$ cat src/sv/windowed_alignment_depth_binner_macros.svh
// ----------------------------------------------------------------------------
// Assertion macros for the windowed alignment depth binner
// Concurrent checks clocked on clk and disabled while rst_n is low.
// ----------------------------------------------------------------------------
`ifndef WINDOWED_ALIGNMENT_DEPTH_BINNER_MACROS_SVH
`define WINDOWED_ALIGNMENT_DEPTH_BINNER_MACROS_SVH

`ifndef SYNTHESIS
// same-cycle implication
`define WADB_ASSERT_IMP(lbl, ante, cons) \
    lbl: assert property (@(posedge clk) disable iff (!rst_n) (ante) |-> (cons)) \
        else $error("binner check failed: same-cycle implication");
// next-cycle implication
`define WADB_ASSERT_NXT(lbl, ante, cons) \
    lbl: assert property (@(posedge clk) disable iff (!rst_n) (ante) |=> (cons)) \
        else $error("binner check failed: next-cycle implication");
`else
`define WADB_ASSERT_IMP(lbl, ante, cons)
`define WADB_ASSERT_NXT(lbl, ante, cons)
`endif

`endif

$ cat src/sv/wadb_pkg.sv
// ----------------------------------------------------------------------------
// wadb_pkg
// Shared types and constants of the windowed alignment depth binner.
// ----------------------------------------------------------------------------
package wadb_pkg;

    localparam int POS_W    = 31;
    localparam int WS_W     = 21;
    localparam int MQ_W     = 8;
    localparam int FLAG_W   = 16;
    localparam int CODE_W   = 4;
    localparam int IDX_W    = 18;
    localparam int CUR_W    = 32;
    localparam int COV_W    = 32;
    localparam int DEPTH_W  = 40;
    localparam int DIVD_W   = 40;
    localparam int DIVS_W   = WS_W;
    localparam int DCNT_W   = 6;
    localparam int BSTART_W = IDX_W + WS_W;
    localparam int CFG_IDX_W = 1;

    localparam logic [WS_W-1:0]   RESET_WINDOW = WS_W'(1000);
    localparam logic [MQ_W-1:0]   RESET_MIN_MQ = MQ_W'(20);
    localparam logic [FLAG_W-1:0] FLAG_DROP_MASK = 16'h0D04;

    localparam logic [CFG_IDX_W-1:0] CFG_WINDOW_SIZE = 1'b0;
    localparam logic [CFG_IDX_W-1:0] CFG_MIN_MAPQ    = 1'b1;

    localparam logic [1:0] REQ_CONTIG = 2'd0;
    localparam logic [1:0] REQ_HEADER = 2'd1;
    localparam logic [1:0] REQ_CIGAR  = 2'd2;
    localparam logic [1:0] REQ_BIN    = 2'd3;

    localparam logic [CODE_W-1:0] CIG_M  = 4'd0;
    localparam logic [CODE_W-1:0] CIG_D  = 4'd2;
    localparam logic [CODE_W-1:0] CIG_N  = 4'd3;
    localparam logic [CODE_W-1:0] CIG_EQ = 4'd7;
    localparam logic [CODE_W-1:0] CIG_X  = 4'd8;

    typedef enum logic [1:0] {
        DIV_CONTIG = 2'd0,
        DIV_POS    = 2'd1,
        DIV_DEPTH  = 2'd2
    } div_sel_t;

    typedef enum logic [10:0] {
        ST_CLEAR = 11'b00000000001,
        ST_IDLE  = 11'b00000000010,
        ST_DIV_N = 11'b00000000100,
        ST_DIV_W = 11'b00000001000,
        ST_LCHK  = 11'b00000010000,
        ST_LRD   = 11'b00000100000,
        ST_BMUL  = 11'b00001000000,
        ST_BCHK  = 11'b00010000000,
        ST_BRD   = 11'b00100000000,
        ST_DIV_D = 11'b01000000000,
        ST_PUSH  = 11'b10000000000
    } state_t;

    typedef struct packed {
        logic [1:0]        req_type;
        logic [POS_W-1:0]  ref_position;
        logic [POS_W-1:0]  span_length;
        logic [FLAG_W-1:0] read_flags;
        logic [MQ_W-1:0]   map_quality;
        logic [CODE_W-1:0] cigar_code;
        logic [IDX_W-1:0]  bin_index;
    } req_t;

    typedef struct packed {
        logic [POS_W-1:0]   bin_start;
        logic [POS_W-1:0]   bin_end;
        logic [COV_W-1:0]   covered_bases;
        logic [DEPTH_W-1:0] depth_fixed;
        logic               bin_out_of_range;
    } res_t;

    typedef struct packed {
        logic     in_ready;
        logic     in_fire;
        logic     div_start;
        div_sel_t div_sel;
        logic     load_count;
        logic     clr_step;
        logic     load_wpos;
        logic     mem_rd_loop;
        logic     loop_adv;
        logic     bin_mul;
        logic     bin_chk;
        logic     out_load;
    } cmd_t;

    typedef struct packed {
        logic [1:0] req_type;
        logic       match_go;
        logic       div_done;
        logic       div_busy;
        logic       clr_last;
        logic       loop_ok;
        logic       bin_oor;
        logic       out_free;
    } sts_t;

endpackage

$ cat src/sv/wadb_ctrl.sv
// ----------------------------------------------------------------------------
// wadb_ctrl
// Sequencer: takes items, runs divisions, window loop, bin read, clear sweep.
// ----------------------------------------------------------------------------
module wadb_ctrl (
    input  logic                clk,
    input  logic                rst_n,
    input  logic                req_valid,
    input  wadb_pkg::sts_t      sts,
    output wadb_pkg::cmd_t      cmd
);
    wadb_pkg::state_t state_reg, state_next;

    always_comb
    begin
        state_next = state_reg;
        cmd        = '0;
        cmd.div_sel = wadb_pkg::DIV_CONTIG;
        case (state_reg)
            wadb_pkg::ST_CLEAR:
            begin
                cmd.clr_step = 1'b1;
                if (sts.clr_last)
                    state_next = wadb_pkg::ST_IDLE;
            end
            wadb_pkg::ST_IDLE:
            begin
                cmd.in_ready = 1'b1;
                if (req_valid)
                begin
                    cmd.in_fire = 1'b1;
                    case (sts.req_type)
                        wadb_pkg::REQ_CONTIG:
                        begin
                            cmd.div_start = 1'b1;
                            cmd.div_sel   = wadb_pkg::DIV_CONTIG;
                            state_next    = wadb_pkg::ST_DIV_N;
                        end
                        wadb_pkg::REQ_CIGAR:
                        begin
                            if (sts.match_go)
                            begin
                                cmd.div_start = 1'b1;
                                cmd.div_sel   = wadb_pkg::DIV_POS;
                                state_next    = wadb_pkg::ST_DIV_W;
                            end
                        end
                        wadb_pkg::REQ_BIN:
                            state_next = wadb_pkg::ST_BMUL;
                        default:
                            state_next = wadb_pkg::ST_IDLE;
                    endcase
                end
            end
            wadb_pkg::ST_DIV_N:
            begin
                if (sts.div_done)
                begin
                    cmd.load_count = 1'b1;
                    state_next     = wadb_pkg::ST_CLEAR;
                end
            end
            wadb_pkg::ST_DIV_W:
            begin
                if (sts.div_done)
                begin
                    cmd.load_wpos = 1'b1;
                    state_next    = wadb_pkg::ST_LCHK;
                end
            end
            wadb_pkg::ST_LCHK:
            begin
                if (sts.loop_ok)
                begin
                    cmd.mem_rd_loop = 1'b1;
                    state_next      = wadb_pkg::ST_LRD;
                end
                else
                begin
                    state_next = wadb_pkg::ST_IDLE;
                end
            end
            wadb_pkg::ST_LRD:
            begin
                cmd.loop_adv = 1'b1;
                state_next   = wadb_pkg::ST_LCHK;
            end
            wadb_pkg::ST_BMUL:
            begin
                cmd.bin_mul = 1'b1;
                state_next  = wadb_pkg::ST_BCHK;
            end
            wadb_pkg::ST_BCHK:
            begin
                cmd.bin_chk = 1'b1;
                state_next  = wadb_pkg::ST_BRD;
            end
            wadb_pkg::ST_BRD:
            begin
                if (sts.bin_oor)
                begin
                    state_next = wadb_pkg::ST_PUSH;
                end
                else
                begin
                    cmd.div_start = 1'b1;
                    cmd.div_sel   = wadb_pkg::DIV_DEPTH;
                    state_next    = wadb_pkg::ST_DIV_D;
                end
            end
            wadb_pkg::ST_DIV_D:
            begin
                if (sts.div_done)
                    state_next = wadb_pkg::ST_PUSH;
            end
            wadb_pkg::ST_PUSH:
            begin
                if (sts.out_free)
                begin
                    cmd.out_load = 1'b1;
                    state_next   = wadb_pkg::ST_IDLE;
                end
            end
            default:
                state_next = wadb_pkg::ST_IDLE;
        endcase
    end

    always_ff @(posedge clk or negedge rst_n)
    begin
        if (!rst_n)
            state_reg <= wadb_pkg::ST_CLEAR;
        else
            state_reg <= state_next;
    end
endmodule

$ cat config.mk
export PLATFORM = sky130hd
export DESIGN_NAME = wadb_ctrl
export DESIGN_NICKNAME = d
export VERILOG_FILES = /design/src/sv/windowed_alignment_depth_binner_macros.svh /design/src/sv/wadb_pkg.sv /design/src/sv/wadb_ctrl.sv
export SDC_FILE = /design/constraint.sdc
export NUM_CORES = 1
export LEC_CHECK = 0
export CAP_MARGIN = 20
export CORE_UTILIZATION = 48
export DETAILED_ROUTE_END_ITERATION = 16
export DONT_BUFFER_PORTS = 1
export HOLD_SLACK_MARGIN = 0.08
export PLACE_DENSITY = 0.71
export SLEW_MARGIN = 20
export SYNTH_ARGS = -nofsm -noshare
export SYNTH_HDL_FRONTEND = slang
export SYNTH_SLANG_ARGS = --single-unit
$ cat constraint.sdc
create_clock -name clk -period 3.05 [get_ports clk]
set_clock_uncertainty 0.05 [all_clocks]
set_input_delay 0.7625 -clock clk [delete_from_list [all_inputs] [get_ports clk]]
set_output_delay 0.7625 -clock clk [all_outputs]
set_load 0.01 [all_outputs]
==> results_dict.tcl <==
set metrics [dict create \
    status "complete, but fails checks" \
    violations "DRC" \
    rows 14 \
    dpl.hpwl_um 1362 \
    worstMarginPinSlew_ns 0.7380 \
    cts_inserted_buffers 3 \
    layout.nets 105 \
    synth.area.top_cells "dfrtp_1 (30%), and4b_2 (5.4%), nor2_1 (3.6%), a2111oi_4 (3.3%), dfstp_2 (3.2%)" \
    yosysSeqAreaShare_pct 33.38 \
    critPathCaptureType "output pin" \
    synth_simple_gate_area_share_pct 38.22 \
    hold_viol 0 \
    numPortBuffers 0 \
    cts_max_level 1 \
    drive_above_1_share_pct 35.87 \
    timing.rr.start "state_reg[3]" \
    cts_buffer_depth 2 \
    core_um2 1559 \
    synth_ff_type "dfrtp_1" \
    finalCritPeriodShare_pct 98.13 \
    p_leak_nw 0.4454 \
    rr_worst_depth 7 \
    dr_total_vias 699 \
    maxCapViolations 0 \
    crit_type "register to output pin" \
    synth.distinct_cells 45 \
    clkTransAtPathRegs_ns 0.07 \
    die-area_um2 1896 \
    max_freq_ghz 0.3341 \
    fin_cells 108 \
    r2r-end "state_reg[3]" \
    grtUsageTotal_pct 20.00 \
    overflow 0 \
    die-width_um 43.54 \
    critPathBufInv 2 \
    syn_nets 96 \
    synth_edf_count 0 \
    slowest_stage "or4_4" \
    antenna_found_initial 0 \
    clock-sinks 11 \
    clkLatencyLatePin_ns 0.26 \
    synth_area_um2 828.3 \
    finish.utilization_pct 59.47 \
    max_stage_delay_ns 0.52 \
    avgSynthCellArea_um2 9.861 \
    ir_drop_mv 0.5803 \
    yosysWarningCount 0 \
    crit_chain "or4_4 > or3_4 > inv_4 > and2_4 > buf_4 > a21o_1" \
    wl_um 1798 \
    gp_congestion 0.7944 \
    root_buffer "clkbuf_4" \
    yosysTopAreaCell "dfrtp_1" \
    cp.arrival_ns 2.18 \
    firstDrtPassIters 10 \
    cts_tree "built" \
    syn_to_final_growth_pct 11.93 \
    synth_xor_area_share_pct 2.115 \
    final-max-slew-violation-count 0 \
    largest_reg_flops 11 \
    drc_errors 6 \
    final.min_clock_period_ns 2.993 \
    grt_max_degree 12 \
    viasPerCell 6.472 \
    cp.required_ns 2.24 \
    antenna_cells 0 \
    r2r_setup_slack_ns 0.57 \
    first_global_vias 646 \
    synthAdderAreaFrac_pct 0 \
    muxShareOfSynthArea_pct 3.021 \
    min_path_type "input pin to async pin" \
    worstPathMaxFanout 8 \
    fp.dieH_um 43.54 \
    post-place-cells 101 \
    synthesis.instances 84 \
    relSlewSlack_pct 50.11 \
    post_drt_wl_per_cell_um 16.65 \
    async_reset_ff_share_pct 100.0 \
    netlist.area_leader.share_pct 30.21 \
    ant_nets 0 \
    crit_path_start_kind "register" \
    boundaryPins 25 \
    drtIter0Drc 27 \
    synth_compound_area_share_pct 17.67 \
    cpLargestDelayFamily "simple AND/OR/NAND/NOR gates" \
    grt_pass1_wl_um 2746 \
    cellPowerDensity_nw_per_um2 949.8 \
    yosys_register_bits 11 \
    setup_viol 0 \
    start_util_pct 53.13 \
    synth_top_family_by_area "simple AND/OR/NAND/NOR gates" \
]
-- power breakdown --
group	internal (mW)	total, mW	switching [mW]
Clock	0.0485	0.0961	0.0476
Sequential	0.182	0.221	0.0394
Combinational	0.266	0.563	0.297
-- worst register-to-register path, stage by stage, from the launching register on --
cell      delay [ns]
dfrtp_2         0.42
buf_4           0.15
buf_4           0.14
or4b_2          0.66
nor4_1          0.32
a211oi_1        0.16
o21a_4          0.17
mux2_4          0.29
-- cells in the final DEF (no fill, tap or decap), drive strengths merged, types with 2 or more instances in the layout --
cell,Yosys,routed
clkbuf,1,3
a21o,2,2
a21oi,2,2
or4,2,2
nor4,2,2
and3,3,3
nor2,8,8
dfrtp,10,10
nor3,4,4
nand3,2,2
buf,1,6
inv,7,8
xor2,2,2
nand2,4,4
or3,3,3
and4b,4,4
nor4b,3,3
or4b,2,2
-- stage by stage --
step           hold slack [ns]  power, mW  setup slack [ns]  TNS (ns)  instance area [µm²]
2_1_floorplan           0.4169     0.6365            0.2464         0                828.3
3_3_place_gp            0.4172     0.7117            0.2905         0                855.8
3_5_place_dp            0.4172     0.7178            0.2711         0                855.8
4_1_cts                 0.1243     0.8247           0.01648         0                893.4
5_1_grt                 0.1003     0.9393         -0.008965  -0.02074                927.1
6_report                0.1344     0.8806           0.05718         0                927.1
-- cells by family after synthesis --
| group | Yosys count |
|---|---|
| muxes | 2 |
| and+or+nand+nor | 44 |
| DFF | 11 |
| buffers and inverters | 10 |
| xor gates and xnor gates | 2 |
| AOI/OAI and AO/OA | 15 |
-- routing by layer --
layer	share of wire, %	global-route usage, %
met1	43	26.58
met2	48	30.75
met3	9.2	8.333
met4	0	3.750
met5	0	0
-- repair_timing --
| action | 4_1_cts | 5_1_grt |
|---|---|---|
| setup buffers | 0 | 3 |
| pin swaps | 0 | 1 |
| gates resized for setup | 2 | 5 |
| setup endpoints to repair | 1 | 3 |
| hold endpoints to repair | 0 | 0 |
| hold buffers | 0 | 0 |
-- cell usage after synthesis, drive strengths merged, types with 2 or more instances --
library cell,instances
and3,3
nand3,2
or4b,2
xor2,2
nor2,8
or4,2
a21oi,2
a21o,2
dfrtp,10
nand2,4
nor3,4
nor4b,3
and4b,4
nor4,2
inv,7
or3,3
-- area by class of cell --
cell class	instances	area, µm²
tap	16	20.02
clock inverter	1	5.005
timing repair buffer	6	45.04
multi-input combinational	63	523.0
sequential	11	279.0
fill	141	631.9
inverter	8	32.53
clock buffer	3	22.52
-- worst max path at each step --
| stage | from | end | slack (ns) | cells past startpoint |
|---|---|---|---|---|
| after floorplan | state_reg[4] | cmd[8] | 0.25 | 6 |
| after global placement | state_reg[3] | cmd[8] | 0.29 | 5 |
| after detailed placement | state_reg[3] | cmd[8] | 0.27 | 5 |
| after CTS | state_reg[3] | cmd[10] | 0.02 | 6 |
| after global routing | state_reg[4] | cmd[10] | -0.009 | 6 |
| final | state_reg[7] | cmd[10] | 0.06 | 6 |
Power figures use the tool's default switching activity.
